File: config.mk
export PLATFORM = sky130hd
export DESIGN_NAME = trds_root_cell
export DESIGN_NICKNAME = d
export VERILOG_FILES = /design/src/rtl/trds_pkg.sv /design/src/rtl/trds_root_cell.sv
export SDC_FILE = /design/constraint.sdc
export NUM_CORES = 1
export LEC_CHECK = 0
export ABC_AREA = 1
export BUFFER_PORTS_ARGS = -buffer_cell sky130_fd_sc_hd__buf_2
export CORE_AREA = 2 2 471 473
export CTS_CLUSTER_SIZE = 12
export DETAILED_ROUTE_END_ITERATION = 12
export DIE_AREA = 0 0 473 475
export MAX_ROUTING_LAYER = met4
export PLACE_DENSITY = 0.35
export SLEW_MARGIN = 20
export SYNTH_ARGS = -nofsm -noshare
export SYNTH_HDL_FRONTEND = slang
export SYNTH_SLANG_ARGS = --single-unit
File: constraint.sdc
create_clock -name i_clk -period 4.8 [get_ports i_clk]
set_clock_uncertainty 0.05 [all_clocks]
set_input_delay 1.44 -clock i_clk [delete_from_list [all_inputs] [get_ports i_clk]]
set_output_delay 1.44 -clock i_clk [all_outputs]
set_load 0.03 [all_outputs]
File: src/rtl/trds_pkg.sv
// ----------------------------------------------------------------------------
// Thumbstick radial dead zone package
// Shared constants, pipeline payload types and the CORDIC arctangent table.
// ----------------------------------------------------------------------------
package trds_pkg;

    localparam int ANGLE_BITS   = 16;
    localparam int ROOT_STEPS   = 24;
    localparam int DIV_STEPS    = 17;

    localparam logic [14:0] DEAD_ZONE_RST = 15'd10813;
    localparam logic [13:0] SNAP_RST      = 14'd1820;
    localparam logic [14:0] FULL_SCALE    = 15'd32767;
    localparam logic [31:0] FULL_SCALE_SQ = 32'd1073676289;
    localparam logic [16:0] MAG_ONE       = 17'd32768;

    typedef enum logic {
        REG_DEAD_ZONE  = 1'b0,
        REG_SNAP_ANGLE = 1'b1
    } t_reg_idx;

    // One lane of a restoring divider: partial remainder, numerator bits
    // still to be shifted in, divisor and the quotient built so far.
    typedef struct packed {
        logic [23:0] rem;
        logic [16:0] nb;
        logic [23:0] den;
        logic [16:0] quo;
    } t_div;

    typedef struct packed {
        logic signed [15:0]      x;
        logic signed [15:0]      y;
        logic [14:0]             d;
        logic [13:0]             snap;
        logic [30:0]             xx;
        logic [30:0]             yy;
        logic [29:0]             dd;
        logic                    dead;
        logic                    big;
        logic                    zero;
        logic [25:0]             sq_rem;
        logic [23:0]             sq_root;
        logic [47:0]             sq_v;
        logic signed [27:0]      cx;
        logic signed [27:0]      cy;
        logic [31:0]             cz;
        logic [ANGLE_BITS-1:0]   ang;
        t_div [1:0]              lane;
        logic [16:0]             mag;
        logic [30:0]             px;
        logic [30:0]             py;
        logic                    snap_hit;
        logic [1:0]              snap_dir;
    } t_pipe;

    function automatic logic [31:0] atan_lut(input logic [4:0] idx);
        logic [31:0] v;
        case (idx)
            5'd0:    v = 32'h20000000;
            5'd1:    v = 32'h12E4051D;
            5'd2:    v = 32'h09FB385B;
            5'd3:    v = 32'h051111D4;
            5'd4:    v = 32'h028B0D43;
            5'd5:    v = 32'h0145D7E1;
            5'd6:    v = 32'h00A2F61E;
            5'd7:    v = 32'h00517C55;
            5'd8:    v = 32'h0028BE53;
            5'd9:    v = 32'h00145F2F;
            5'd10:   v = 32'h000A2F98;
            5'd11:   v = 32'h000517CC;
            5'd12:   v = 32'h00028BE6;
            5'd13:   v = 32'h000145F3;
            5'd14:   v = 32'h0000A2F9;
            5'd15:   v = 32'h0000517C;
            5'd16:   v = 32'h000028BE;
            5'd17:   v = 32'h0000145F;
            5'd18:   v = 32'h00000A2F;
            5'd19:   v = 32'h00000517;
            5'd20:   v = 32'h0000028B;
            5'd21:   v = 32'h00000145;
            5'd22:   v = 32'h000000A2;
            5'd23:   v = 32'h00000051;
            default: v = 32'h00000000;
        endcase
        return v;
    endfunction

endpackage

File: src/rtl/trds_root_cell.sv
// ----------------------------------------------------------------------------
// Root cell
// One pipeline cell: one bit of the integer square root and one CORDIC
// vectoring rotation, registered toward the next cell.
// ----------------------------------------------------------------------------
module trds_root_cell (
    input  logic           i_clk,
    input  logic           i_rst_n,
    input  logic           i_en,
    input  logic [4:0]     i_idx,
    input  logic           i_vld,
    input  trds_pkg::t_pipe i_data,
    output logic           o_vld,
    output trds_pkg::t_pipe o_data
);
    import trds_pkg::*;

    t_pipe              n_data;
    logic [27:0]        w_rem2;
    logic [27:0]        w_trial;
    logic               w_ge;
    logic signed [27:0] w_sx;
    logic signed [27:0] w_sy;

    always_comb begin
        n_data  = i_data;
        // Bring in the next two radicand bits and try the next root bit.
        w_rem2  = {i_data.sq_rem, i_data.sq_v[47:46]};
        w_trial = {2'b00, i_data.sq_root, 2'b01};
        w_ge    = (w_rem2 >= w_trial);
        n_data.sq_rem  = w_ge ? 26'(w_rem2 - w_trial) : w_rem2[25:0];
        n_data.sq_root = {i_data.sq_root[22:0], w_ge};
        n_data.sq_v    = {i_data.sq_v[45:0], 2'b00};

        w_sx = i_data.cx >>> i_idx;
        w_sy = i_data.cy >>> i_idx;
        if (!i_data.cy[27]) begin
            n_data.cx = i_data.cx + w_sy;
            n_data.cy = i_data.cy - w_sx;
            n_data.cz = i_data.cz + atan_lut(i_idx);
        end else begin
            n_data.cx = i_data.cx - w_sy;
            n_data.cy = i_data.cy + w_sx;
            n_data.cz = i_data.cz - atan_lut(i_idx);
        end
    end

    always_ff @(posedge i_clk) begin
        if (!i_rst_n) begin
            o_vld <= 1'b0;
        end else if (i_en) begin
            o_vld <= i_vld;
        end
    end

    always_ff @(posedge i_clk) begin
        if (i_en) begin
            o_data <= n_data;
        end
    end

endmodule

==> run metrics <==
clk root buf=clkbuf_16; hold crit path type=flop to flop; routed wl met2=119000 µm; largest cells by area after synthesis=edfxtp_1 61%, nand2_1 9.0%, ha_1 5.2%, nand3_1 4.8%, xor2_1 2.7%; period utilization=97.4%; CTS Buf Count=84; P per Cell Area=399 mW/mm²; Die Wd=473 µm; Die Ht=475 µm; Crit. End Element=flop; top_reg_cell synth=edfxtp_1; clock sink count=603; fmax=0.214 GHz; Highest Signal Layer=met4; M1 WL=94800 µm; RSZ-0062 raised after global routing=yes; Worst Max-Slew Pin Slew=820 ps; routed wl met3=27800 µm; nets@finish=5501; initial antenna violation count=198; DRT iter0 DRCs=1993; Tmin final=4670 ps; TritonCTS clock tree=done; GPL Wtd Cong=0.897; global-route usage over all layers=21.8%; vias=30500; Rel. slew slack=45.3%; share of layout cells above drive strength 1=50.4%; Worst R2R Setup Slack=4100 ps; post-synthesis sequential area ratio=60.8%; number of global-route vias before repair=29500; Via density=3.92; final wirelength=249000 µm; commonest non-fill, non-tap cells in the layout=1212 x buf_2, 673 x buf_4, 618 x nand2_1; number of synthesized flops with an enable pin=602; largest net degree at the start of global routing=64; Mean Syn Cell Area=10.6 µm²; # setup viols final=0; Routed Antenna Nets=0; Ys Warns=0; clock latency on the worst-skew pair=730 ps; synthesized area=0.0298 mm²; crit-path max FO=17; post-synthesis register bit count=603; GR Overflow Total=0; Util after Layout=22.6%; CP required=5170 ps; final hold vios=0; initial core utilization=13.6%; Port Buf Inserts=1215; Setup crit start kind=input pin; H-tree Lvls=3; Filler cells=24200; max-slew violations=0; Core Area=0.219 mm²; layout overhead on the synthesized area=66.3%; DP HPWL=217000 µm; Peak VDD IR=0.000241 V; Placement Rows=172; drc violations=0; total power=0.0198 W; CTS clk-pin slew, worst paths=60 ps; post-synth top area cell=edfxtp_1; leakage=22.1 nW; first-pass GRT wire length=308000 µm; WS Path Type=input pin to flop; Die ar.=0.225 mm²; Arrival @ worst endpoint=5050 ps; Synth cell types=56; commonest non-fill, non-tap cell in the layout=buf_2; Pre-antenna DRT Iters=6; post-synthesis cell count=2813; WL/cell=32.0 µm; Synth top area share=60.7%; Post-synth ARST share=0%; clk buf depth=3; max_cap viols=0; IO Pins=1218; outcome=finished, final reports clean
area by class of cell:
type	instances	area (µm²)	share of cell area (%)
flip-flops and latches	603	18100	36.6
repair buffers	1934	12100	24.5
multi-input cells	1918	11900	24.1
well taps	2871	3590	7.26
clock buffers	101	2170	4.38
inverters	220	836	1.69
clock inverters	54	587	1.19
diodes	73	183	0.369
where the power goes:
group / switching [W] / internal (W) / leakage, nW
logic: 0.00422 / 0.00234 / 14.9
registers: 0.000244 / 0.00653 / 5.90
clock network: 0.00279 / 0.00364 / 1.32
total: 0.00725 / 0.0125 / 22.1
metrics by stage:
step	setup TNS [ps]	cells	hold WS, ps	setup slack, ps	area [µm²]
floorplan	-456	2814	605	-131	29900
CTS	0	7672	500	8.79	47700
global route	-323	7763	546	-69.9	49500
detailed placement	-51150	7508	483	-1230	44700
finish	0	7774	507	126	49500
global placement	-52700	7508	486	-1270	44700
synthesized netlist by cell type (3+ instances only):
master and n:
ha_1 124, o21bai_1 6, nand3_1 283, fa_1 3, edfxtp_1 602, xnor2_1 64, xor2_1 92, buf_2 32
nor4_1 7, o2111ai_1 3, nand2_2 14, buf_4 9, inv_2 15, a31oi_1 8, nor2_1 174, a21o_1 11
buf_6 12, nor2_4 3, o21ai_0 108, o22ai_1 5, buf_1 9, o211ai_1 9, a21oi_1 149, nand3_2 5
nor2_2 8, o21ai_1 38, inv_1 205, clkbuf_1 10, nand3b_1 7, a21boi_0 6, nor3_1 18, o21a_1 7
nand4_1 22, o221ai_1 3, nand2_1 713
path summary, 6_finish.rpt:
| check | depth (start not counted) | endpoint | from |
|---|---|---|---|
| max reg2reg | 2 | o_vld | o_vld |
| min reg2reg | 2 | o_vld | o_vld |
| min | 2 | o_vld | o_vld |
| max | 26 | o_data[321] | i_idx[0] |
flip-flops by register name, indices dropped and copies added (netlist names):
register  flops
o_data      602
o_vld         1
worst max-delay path, stage by stage:
cell      delay [ps]
buf_12           130
buf_16           150
buf_4            140
o211ai_1         390
nand3_1          170
nand3_2          110
nand2_2           80
inv_2             90
ha_4             150
nand3_4           80
nor2_4           180
buf_6            130
nand3_1           60
nand2_1          100
xnor2_2           80
ha_1             330
nand2_2          110
buf_4            150
buf_4            120
nor2_1            80
nand2_1           80
or3_1            350
inv_1             80
nor2_2            60
nand3_1          100
nand2_2           90
timing repair:
action	4_1_cts	5_1_grt
gates resized for setup	45	328
gates cloned	2	6
setup buffers	7	24
hold endpoints to repair	0	0
pin swaps	17	105
setup endpoints to repair	29	51
hold buffers	0	0
cell families after synthesis:
family	count (synthesis)	synth area share, %
buffers and inverters	293	4.25
AOI/OAI and AO/OA	370	6.93
other	1	0.0126
and+or+nand+nor	1263	18.0
adders and majority gates	127	5.41
xor gates and xnor gates	156	4.59
DFF	603	60.8
layer usage:
metal | vias up | GRT usage, %
li1 | 13800 | -
met5 | - | -
met1 | 15000 | 23.8
met4 | 0 | 4.64
met2 | 1311 | 36.1
met3 | 325 | 9.96
Power figures use the tool's default switching activity.
