--- src/rtl/trds_pkg.sv ---
// ----------------------------------------------------------------------------
// Thumbstick radial dead zone package
// Shared constants, pipeline payload types and the CORDIC arctangent table.
// ----------------------------------------------------------------------------
package trds_pkg;

    localparam int ANGLE_BITS   = 16;
    localparam int ROOT_STEPS   = 24;
    localparam int DIV_STEPS    = 17;

    localparam logic [14:0] DEAD_ZONE_RST = 15'd10813;
    localparam logic [13:0] SNAP_RST      = 14'd1820;
    localparam logic [14:0] FULL_SCALE    = 15'd32767;
    localparam logic [31:0] FULL_SCALE_SQ = 32'd1073676289;
    localparam logic [16:0] MAG_ONE       = 17'd32768;

    typedef enum logic {
        REG_DEAD_ZONE  = 1'b0,
        REG_SNAP_ANGLE = 1'b1
    } t_reg_idx;

    // One lane of a restoring divider: partial remainder, numerator bits
    // still to be shifted in, divisor and the quotient built so far.
    typedef struct packed {
        logic [23:0] rem;
        logic [16:0] nb;
        logic [23:0] den;
        logic [16:0] quo;
    } t_div;

    typedef struct packed {
        logic signed [15:0]      x;
        logic signed [15:0]      y;
        logic [14:0]             d;
        logic [13:0]             snap;
        logic [30:0]             xx;
        logic [30:0]             yy;
        logic [29:0]             dd;
        logic                    dead;
        logic                    big;
        logic                    zero;
        logic [25:0]             sq_rem;
        logic [23:0]             sq_root;
        logic [47:0]             sq_v;
        logic signed [27:0]      cx;
        logic signed [27:0]      cy;
        logic [31:0]             cz;
        logic [ANGLE_BITS-1:0]   ang;
        t_div [1:0]              lane;
        logic [16:0]             mag;
        logic [30:0]             px;
        logic [30:0]             py;
        logic                    snap_hit;
        logic [1:0]              snap_dir;
    } t_pipe;

    function automatic logic [31:0] atan_lut(input logic [4:0] idx);
        logic [31:0] v;
        case (idx)
            5'd0:    v = 32'h20000000;
            5'd1:    v = 32'h12E4051D;
            5'd2:    v = 32'h09FB385B;
            5'd3:    v = 32'h051111D4;
            5'd4:    v = 32'h028B0D43;
            5'd5:    v = 32'h0145D7E1;
            5'd6:    v = 32'h00A2F61E;
            5'd7:    v = 32'h00517C55;
            5'd8:    v = 32'h0028BE53;
            5'd9:    v = 32'h00145F2F;
            5'd10:   v = 32'h000A2F98;
            5'd11:   v = 32'h000517CC;
            5'd12:   v = 32'h00028BE6;
            5'd13:   v = 32'h000145F3;
            5'd14:   v = 32'h0000A2F9;
            5'd15:   v = 32'h0000517C;
            5'd16:   v = 32'h000028BE;
            5'd17:   v = 32'h0000145F;
            5'd18:   v = 32'h00000A2F;
            5'd19:   v = 32'h00000517;
            5'd20:   v = 32'h0000028B;
            5'd21:   v = 32'h00000145;
            5'd22:   v = 32'h000000A2;
            5'd23:   v = 32'h00000051;
            default: v = 32'h00000000;
        endcase
        return v;
    endfunction

endpackage

--- src/rtl/trds_div_cell.sv ---
// ----------------------------------------------------------------------------
// Divider cell
// One pipeline cell of two restoring dividers: each lane produces one
// quotient bit and hands its remainder to the next cell.
// ----------------------------------------------------------------------------
module trds_div_cell (
    input  logic           i_clk,
    input  logic           i_rst_n,
    input  logic           i_en,
    input  logic           i_vld,
    input  trds_pkg::t_pipe i_data,
    output logic           o_vld,
    output trds_pkg::t_pipe o_data
);
    import trds_pkg::*;

    t_pipe       n_data;
    logic [24:0] w_t   [2];
    logic        w_ge  [2];

    always_comb begin
        n_data = i_data;
        for (int k = 0; k < 2; k++) begin
            w_t[k]  = {i_data.lane[k].rem, i_data.lane[k].nb[16]};
            w_ge[k] = (w_t[k] >= {1'b0, i_data.lane[k].den});
            n_data.lane[k].rem = w_ge[k] ? 24'(w_t[k] - {1'b0, i_data.lane[k].den})
                                         : w_t[k][23:0];
            n_data.lane[k].nb  = {i_data.lane[k].nb[15:0], 1'b0};
            n_data.lane[k].quo = {i_data.lane[k].quo[15:0], w_ge[k]};
        end
    end

    always_ff @(posedge i_clk) begin
        if (!i_rst_n) begin
            o_vld <= 1'b0;
        end else if (i_en) begin
            o_vld <= i_vld;
        end
    end

    always_ff @(posedge i_clk) begin
        if (i_en) begin
            o_data <= n_data;
        end
    end

endmodule

--- config.mk ---
export PLATFORM = sky130hd
export DESIGN_NAME = trds_div_cell
export DESIGN_NICKNAME = d
export VERILOG_FILES = /design/src/rtl/trds_pkg.sv /design/src/rtl/trds_div_cell.sv
export SDC_FILE = /design/constraint.sdc
export NUM_CORES = 1
export LEC_CHECK = 0
export ABC_CLOCK_PERIOD_IN_PS = 6400
export BUFFER_PORTS_ARGS = -buffer_cell sky130_fd_sc_hd__clkbuf_2
export CAP_MARGIN = 25
export CORE_AREA = 8 8 465 467
export DETAILED_ROUTE_END_ITERATION = 6
export DIE_AREA = 0 0 473 475
export GPL_ROUTABILITY_DRIVEN = 1
export HOLD_SLACK_MARGIN = 0.08
export PLACE_DENSITY_LB_ADDON = 0.08
export SLEW_MARGIN = 20
export SYNTH_ARGS = -nofsm -noshare
export SYNTH_HDL_FRONTEND = slang
export SYNTH_SLANG_ARGS = --single-unit
export TNS_END_PERCENT = 5
--- constraint.sdc ---
create_clock -name i_clk -period 6.4 [get_ports i_clk]
set_input_delay 0.96 -clock i_clk [delete_from_list [all_inputs] [get_ports i_clk]]
set_output_delay 0.96 -clock i_clk [all_outputs]
set_load 0.05 [all_outputs]
==> results of run 1 <==
-- layout make-up --
class	instances	area, µm²
Tap cell	2805	3510
Multi-Input combinational cell	418	3060
Inverter	64	240
Fill cell	23200	175000
Timing Repair Buffer	1219	6190
Antenna cell	23	57.6
Sequential cell	603	18100
Clock buffer	106	2180
Clock inverter	45	579
-- where the power goes --
group	leakage [nW]	internal (W)	switching (W)	total [W]
combinational	6.74	0.000492	0.00186	0.00235
sequential	5.90	0.00474	0.000109	0.00485
clock	1.33	0.00287	0.00192	0.00478
-- worst max-delay path: stages --
cell and delay (ns):
clkbuf_2 0.09, inv_1 0.10, ha_1 0.38, a21oi_1 0.26, nor2_1 0.07, o41ai_1 0.75
a211oi_1 0.30, o21a_1 0.28, nor3_2 0.16, inv_2 0.30, mux2_1 0.41
-- worst max-delay path by stage --
stage                                       end  slack (ns)  cells past startpoint
after floorplan           o_data[240]$_DFFE_PP_        2.77                     11
final                     o_data[154]$_DFFE_PP_        2.74                     11
after global routing      o_data[154]$_DFFE_PP_        2.40                     11
after detailed placement  o_data[154]$_DFFE_PP_        1.80                     11
after global placement    o_data[154]$_DFFE_PP_        1.72                     11
after CTS                 o_data[154]$_DFFE_PP_        2.61                     11
-- sequential cells by signal, summed over array words and instances (netlist names) --
signal  count
o_data    602
o_vld       1
-- cell families after synthesis --
kind of cell / count (synthesis) / synth area share [%]
and+or+nand+nor: 157 / 3.65
other: 1 / 0.0174
adders and majority gates: 50 / 2.98
AOI/OAI and AO/OA: 150 / 4.85
xor gates and xnor gates: 31 / 1.26
buffers and inverters: 80 / 1.61
DFF: 603 / 84.2
muxes: 28 / 1.47
-- placed cells by master, fill, tap and decap left out, types with 7 or more instances in the layout --
master / Yosys / routed
clkbuf_2: 0 / 1207
edfxtp_1: 602 / 602
clkbuf_16: 0 / 84
inv_1: 62 / 62
a21oi_1: 50 / 50
nor2_1: 48 / 48
ha_1: 48 / 48
nand2_1: 38 / 38
diode_2: 0 / 23
mux2_1: 23 / 23
clkbuf_1: 7 / 22
xnor2_1: 20 / 20
clkinv_1: 0 / 18
o21ai_0: 17 / 17
a21o_1: 16 / 16
nor3_1: 15 / 15
xor2_1: 11 / 11
bufinv_16: 0 / 11
o21ai_1: 7 / 7
nor4_1: 7 / 7
nand3_1: 7 / 7
nor2b_1: 7 / 7
buf_4: 3 / 7
-- synthesized netlist by cell type (all sizes together) (2+ instances only) --
master / instances
a211o: 2
o21a: 6
and2: 6
nand2b: 4
nand3: 8
o21bai: 4
o211ai: 6
o31ai: 6
o211a: 3
a21o: 19
buf: 9
nand2: 39
xnor2: 20
xor2: 11
a211oi: 3
clkbuf: 7
o31a: 2
mux2: 25
a221oi: 2
o21ai: 24
nor3: 16
nor4: 7
nand4: 6
mux2i: 3
nor3b: 3
a21oi: 52
a311oi: 3
nor2: 48
and4: 2
nor2b: 8
o41ai: 2
fa: 2
and3: 2
a31oi: 4
inv: 64
ha: 48
edfxtp: 602
a21boi: 4
-- per-layer routing --
layer | wire, µm | global-route usage [%] | vias up
met2 | 65300 | 19.5 | 902
li1 | - | - | 6884
met1 | 41400 | 9.78 | 7552
met3 | 17400 | 7.52 | 259
met5 | 617 | 0 | -
met4 | 3810 | 2.81 | 100
-- through the flow --
step / power (W) / setup slack, ns / cell area, µm²
floorplan: 0.00638 / 2.77 / 21500
global placement: 0.00737 / 1.72 / 31100
detailed placement: 0.00735 / 1.80 / 31100
CTS: 0.0123 / 2.61 / 33900
global route: 0.0125 / 2.40 / 33900
finish: 0.0120 / 2.74 / 33900
==> qor.yml, run 1 <==
run_status:
  status: "complete, no violations"
drt:
  ant_nets: 0
  via_per_inst: 2.97
  routed_wl_mm: 129
  first_iter_violations: 737
  wl_per_cell_um: 24.3
  first_pass_iters: 6
  via_count: 15700
  drc: 0
setup_path:
  cp.required_ns: 6.83
  worstSetupEndpointType: "register"
  crit_fanout: 36
  cp-startpoint: "i_data[105]"
  critPathKind: "in -> reg"
  r2r-end: "o_vld$_SDFFE_PN0P_"
  start_kind: "input pin"
  reg2reg_depth: 2
  cp_data_arrival_time_ns: 4.09
  reg2reg_slack_ns: 5.80
  r2r-start: "o_vld$_SDFFE_PN0P_"
clock_network:
  clk_pin_slew_worst_paths_ns: 0.06
  clock_sink_count: 603
  h-tree-depth: 3
  cts_tree: "yes"
  post-cts-setup-buffers: 0
  post_cts_resize_count: 0
  clockBufferDepth: 3
  cts_buffers: 84
  clkLatencyLatePin_ns: 0.69
  cts-root-buf: "clkbuf_16"
  ctsHoldBuffers: 0
sta:
  skew_ns: 0
  hold-worst-slack_ns: 0.434
  slew_violations: 0
  setup_viol: 0
  fmax_ghz: 0.273
  timing_hold_violations_final: 0
  rsz0062_at_grt: "false"
  tightest_slew_ns: 0.975
  fin_setup_tns_ns: 0
  period_needed_ns: 3.66
  fin_crit_sh_pct: 57.3
  slew_headroom_pct: 35.0
worst_hold_path:
  hold_class: "in -> reg"
  worstHoldEndpoint: "o_data[501]$_DFFE_PP_"
  min_from: "i_data[501]"
  min_path_cells: 1
pwr:
  p_per_area_nw_per_um2: 353
  ir_worst_vdd_mv: 0.187
  p_leak_nw: 14.0
placement:
  io_buffers: 1208
  place_inst: 5109
  hpwlAfterDp_mm: 108
  routabilityCongestion: 0.790
global_routing:
  grt_use_total_pct: 10.8
  grt_pass1_wl_mm: 165
  antenna_found_initial: 87
  grt-ovfl-total: 0
  grt_max_degree: 116
  grt_pass1_vias: 17000
yosys:
  synthTopCellsByArea: "edfxtp_1 (84%), ha_1 (2.8%), mux2_1 (1.2%), a21oi_1 (1.2%), inv_1 (1.1%)"
  syn_area_um2: 21500
  postSynthCellCount: 1100
  synth_top_area_share_pct: 84.1
  synth.largest_area_cell: "edfxtp_1"
  yosysUniqueCellTypes: 76
  postSynthAreaPerCell_um2: 19.5
  seq_area_frac_synth_pct: 84.2
  synth_edf_count: 602
  synth_warnings: 0
  synthArstFlopShare_pct: 0
  synth_seq_cells: 603
  synth_flop_cell: "edfxtp_1"
final_layout:
  final_layout_size_suffix_gt1_share_pct: 55.2
  post-route-util_pct: 16.3
  final_nets: 3048
  area_growth_syn_to_layout_pct: 57.8
  final_cells: 5283
die:
  die_h_um: 475
  die_area_um2: 225000
  coreArea_um2: 209000
  rows: 168
  initial_core_util_pct: 10.3
  die_w_um: 473
  io_pins: 1213
flow_run:
  drv_cap: 0
No activity file was read; power rests on OpenSTA's default activity.
==> run 2: changes to the inputs <==
--- a/config.mk
+++ b/config.mk
@@ -5,7 +5,8 @@
 export SDC_FILE = /design/constraint.sdc
 export NUM_CORES = 1
 export LEC_CHECK = 0
-export ABC_CLOCK_PERIOD_IN_PS = 6400
+export ABC_AREA = 1
+export ABC_CLOCK_PERIOD_IN_PS = 3300
 export BUFFER_PORTS_ARGS = -buffer_cell sky130_fd_sc_hd__clkbuf_2
 export CAP_MARGIN = 25
 export CORE_AREA = 8 8 465 467
==> constraint.sdc (replaced) <==
create_clock -name i_clk -period 3.3 [get_ports i_clk]
set_input_delay 0.495 -clock i_clk [delete_from_list [all_inputs] [get_ports i_clk]]
set_output_delay 0.495 -clock i_clk [all_outputs]
set_load 0.05 [all_outputs]
==> qor.yml, run 2 <==
clock_network:
  cts-root-buf: "clkbuf_16"  # unchanged
  cts_buffers: 86  # was 84
  clockBufferDepth: 3  # unchanged
  h-tree-depth: 3  # unchanged
  clock_sink_count: 603  # unchanged
  post-cts-setup-buffers: 0  # unchanged
  clk_pin_slew_worst_paths_ns: 0.05  # was 0.06 ns
  ctsHoldBuffers: 596  # was 0
  cts_tree: "yes"  # unchanged
  post_cts_resize_count: 0  # unchanged
  clkLatencyLatePin_ns: 0.69  # about the same
yosys:
  postSynthCellCount: 1579  # was 1100
  synth_most_common_cell: "edfxtp_1"  # unchanged
  synth_warnings: 0  # unchanged
  yosysUniqueCellTypes: 31  # was 76
  synth.largest_area_cell: "edfxtp_1"  # unchanged
  synth_top_area_share_pct: 79.3  # was 84.1%
  synth_seq_cells: 603  # unchanged
  synth_common_cells: "edfxtp_1 (602), nand2_1 (436), inv_1 (230), nand4_1 (59), nor2_1 (59)"  # was edfxtp_1 (602), inv_1 (62), a21oi_1 (50), ha_1 (48), nor2_1 (48)
  syn_area_um2: 22800  # was 21500 µm²
  synth_edf_count: 602  # unchanged
  synth_flop_cell: "edfxtp_1"  # unchanged
  seq_area_frac_synth_pct: 79.4  # was 84.2%
  synthArstFlopShare_pct: 0  # unchanged
  postSynthAreaPerCell_um2: 14.4  # was 19.5 µm²
  synthTopCellsByArea: "edfxtp_1 (79%), nand2_1 (7.2%), inv_1 (3.8%), ha_1 (2.6%), nand4_1 (1.6%)"  # was edfxtp_1 (84%), ha_1 (2.8%), mux2_1 (1.2%), a21oi_1 (1.2%), inv_1 (1.1%)
global_routing:
  met2_usage_pct: 22.6  # was 19.5%
  grtUsageMet3_pct: 4.88  # was 7.52%
  busiest_layer: "met2"  # unchanged
  grt_use_total_pct: 12.2  # was 10.8%
  antenna_found_initial: 53  # was 87
  grt_max_degree: 92  # was 116
  grt_pass1_vias: 21400  # was 17000
  grt_pass1_wl_mm: 189  # was 165 mm
  met1_usage_pct: 12.6  # was 9.78%
  grt-ovfl-total: 0  # unchanged
sta:
  fin_setup_tns_ns: 0  # unchanged
  fin_crit_sh_pct: 76.1
  fmax_ghz: 0.398
  timing_hold_violations_final: 0  # unchanged
  layout_setup_ws_ns: 0.790  # was 2.74 ns
  rsz0062_at_grt: "false"  # unchanged
  hold-worst-slack_ns: 0.181  # was 0.434 ns
  slew_violations: 0  # unchanged
  period_needed_ns: 2.51
  slew_headroom_pct: 59.9  # was 35.0%
  setup_viol: 0  # unchanged
  tightest_slew_ns: 0.602  # was 0.975 ns
  skew_ns: 0  # unchanged
worst_hold_path:
  hold_class: "in -> reg"  # unchanged
placement:
  place_ws_ns: 0.542  # was 1.80 ns
  hpwlAfterDp_mm: 120  # was 108 mm
  io_buffers: 1208  # unchanged
  place_inst: 5612  # was 5109
  routabilityCongestion: 0.751  # was 0.790
die:
  die_h_um: 475  # unchanged
  die_w_um: 473  # unchanged
  initial_core_util_pct: 10.9  # was 10.3%
  io_pins: 1213  # unchanged
  die_area_um2: 225000  # unchanged
  coreArea_um2: 209000  # unchanged
  rows: 168  # unchanged
final_layout:
  area_growth_syn_to_layout_pct: 81.5  # was 57.8%
  final_layout_size_suffix_gt1_share_pct: 38.7  # was 55.2%
  fillers: 23200  # about the same
  top_register: "o_data"  # unchanged
  final_cells: 6390  # was 5283
  final_nets: 4149  # was 3048
  post-route-util_pct: 19.8  # was 16.3%
  largest_registers: "o_data (602), o_vld (1)"  # unchanged
  final_common_cell: "clkbuf_2"  # unchanged
  layout_common_cells: "clkbuf_2 (1207), edfxtp_1 (602), dlygate4sd3_1 (596)"  # was clkbuf_2 (1207), edfxtp_1 (602), clkbuf_16 (84)
  largest_reg_flops: 602  # unchanged
pwr:
  ir_worst_vdd_mv: 0.379  # was 0.187 mV
  p_leak_nw: 18.2  # was 14.0 nW
  p_per_area_nw_per_um2: 579  # was 353 nW/µm²
drt:
  via_per_inst: 3.08  # was 2.97
  wl_per_cell_um: 22.6  # was 24.3 µm
  routed_wl_mm: 144  # was 129 mm
  ant_nets: 0  # unchanged
  drc: 0  # unchanged
  first_pass_iters: 5  # was 6
  via_count: 19700  # was 15700
  first_iter_violations: 740  # was 737
setup_path:
  cp.required_ns: 3.75  # was 6.83 ns
  crit_path_frequent_cell: "nand2_1"
  critPathKind: "in -> reg"  # unchanged
  slowest_delay_ns: 0.58  # was 0.75 ns
  cp.buffers_inverters: 4  # was 3
  crit_path_top_delay_cell: "dlygate4sd3_1"  # was o41ai_1
  path_cells: "dlygate4sd3_1 -> clkbuf_2 -> inv_1 -> ha_1 -> fa_1 -> inv_1 -> nand3_1 -> nand3_1 -> nand2_1 -> nand3_1 -> nand2_1 -> nand3_1 -> nand2_1 -> nand2_1 -> nand2_1"  # was clkbuf_2 -> inv_1 -> ha_1 -> a21oi_1 -> nor2_1 -> o41ai_1 -> a211oi_1 -> o21a_1 -> nor3_2 -> inv_2 -> mux2_1
  worstSetupEndpointType: "register"  # unchanged
  worst_path_dominant_cell_family: "simple AND/OR/NAND/NOR gates"  # was compound AO/OA/AOI/OAI gates
  start_kind: "input pin"  # unchanged
  crit_fanout: 3  # was 36
  cp_data_arrival_time_ns: 2.96  # was 4.09 ns
flow_run:
  drv_cap: 0  # unchanged
run_status:
  status: "complete, no violations"  # unchanged
## run 2: cell count changes after synthesis, moves of 13 or more
cell and delta:
nand2_1 +398, mux2_1 -23, a21o_1 -16, a21oi_1 -30, nand4_1 +53, nand3_1 +42, xnor2_1 -18, inv_1 +168
o21ai_0 -16, nor3_1 -13
## run 2: through the flow
stage / total power, W / cell area [µm²]
floorplan: 0.0124 / 22800
global placement: 0.0145 / 32700
detailed placement: 0.0145 / 32700
CTS: 0.0247 / 41300
global route: 0.0251 / 41400
finish: 0.0239 / 41400
## run 2: layer usage
metal / wire, µm / vias up
met5: 183 / -
met4: 4960 / 32
met3: 12100 / 214
met2: 75000 / 821
met1: 52200 / 9260
li1: - / 9326
## run 2: path summary, 6_finish.rpt
kind / startpoint / to / slack (ns) / cells past startpoint
setup reg to reg: o_vld$_SDFFE_PN0P_ / o_vld$_SDFFE_PN0P_ / 2.10 / 3
hold reg to reg: o_vld$_SDFFE_PN0P_ / o_vld$_SDFFE_PN0P_ / 1.09 / 3
hold / removal: i_data[151] / o_data[152]$_DFFE_PP_ / 0.18 / 3
setup / recovery: i_data[221] / o_data[238]$_DFFE_PP_ / 0.79 / 15
## run 2: cell families after synthesis
logic type	share of synthesized area, %
AO/OA/AOI/OAI	0.670
adder cells (fa/ha/maj)	2.81
AND/OR/NAND/NOR	11.9
flip-flops	79.4
other	0.0164
buffers and inverters	4.36
XOR/XNOR	0.845
## run 2: area by class of cell
class                           instances  area, µm²  area share (%)
Multi-Input combinational cell        726       3710            8.96
Inverter                              233        875            2.11
Tap cell                             2805       3510            8.48
Timing Repair Buffer                 1841      12400            30.1
Clock inverter                         47        458            1.11
Sequential cell                       603      18100            43.7
Clock buffer                          108       2230            5.40
Antenna cell                           27       67.6           0.163
## run 2: power by group
| group | switching, W | internal [W] |
|---|---|---|
| clock | 0.00395 | 0.00521 |
| combinational | 0.00401 | 0.00142 |
| sequential | 0.000182 | 0.00918 |
## run 2: worst register-to-register path: stages, from the launching register on
cell	delay [ns]
dfxtp_1	0.30
o21ai_0	0.15
a21oi_1	0.06
dlygate4sd3_1	0.57
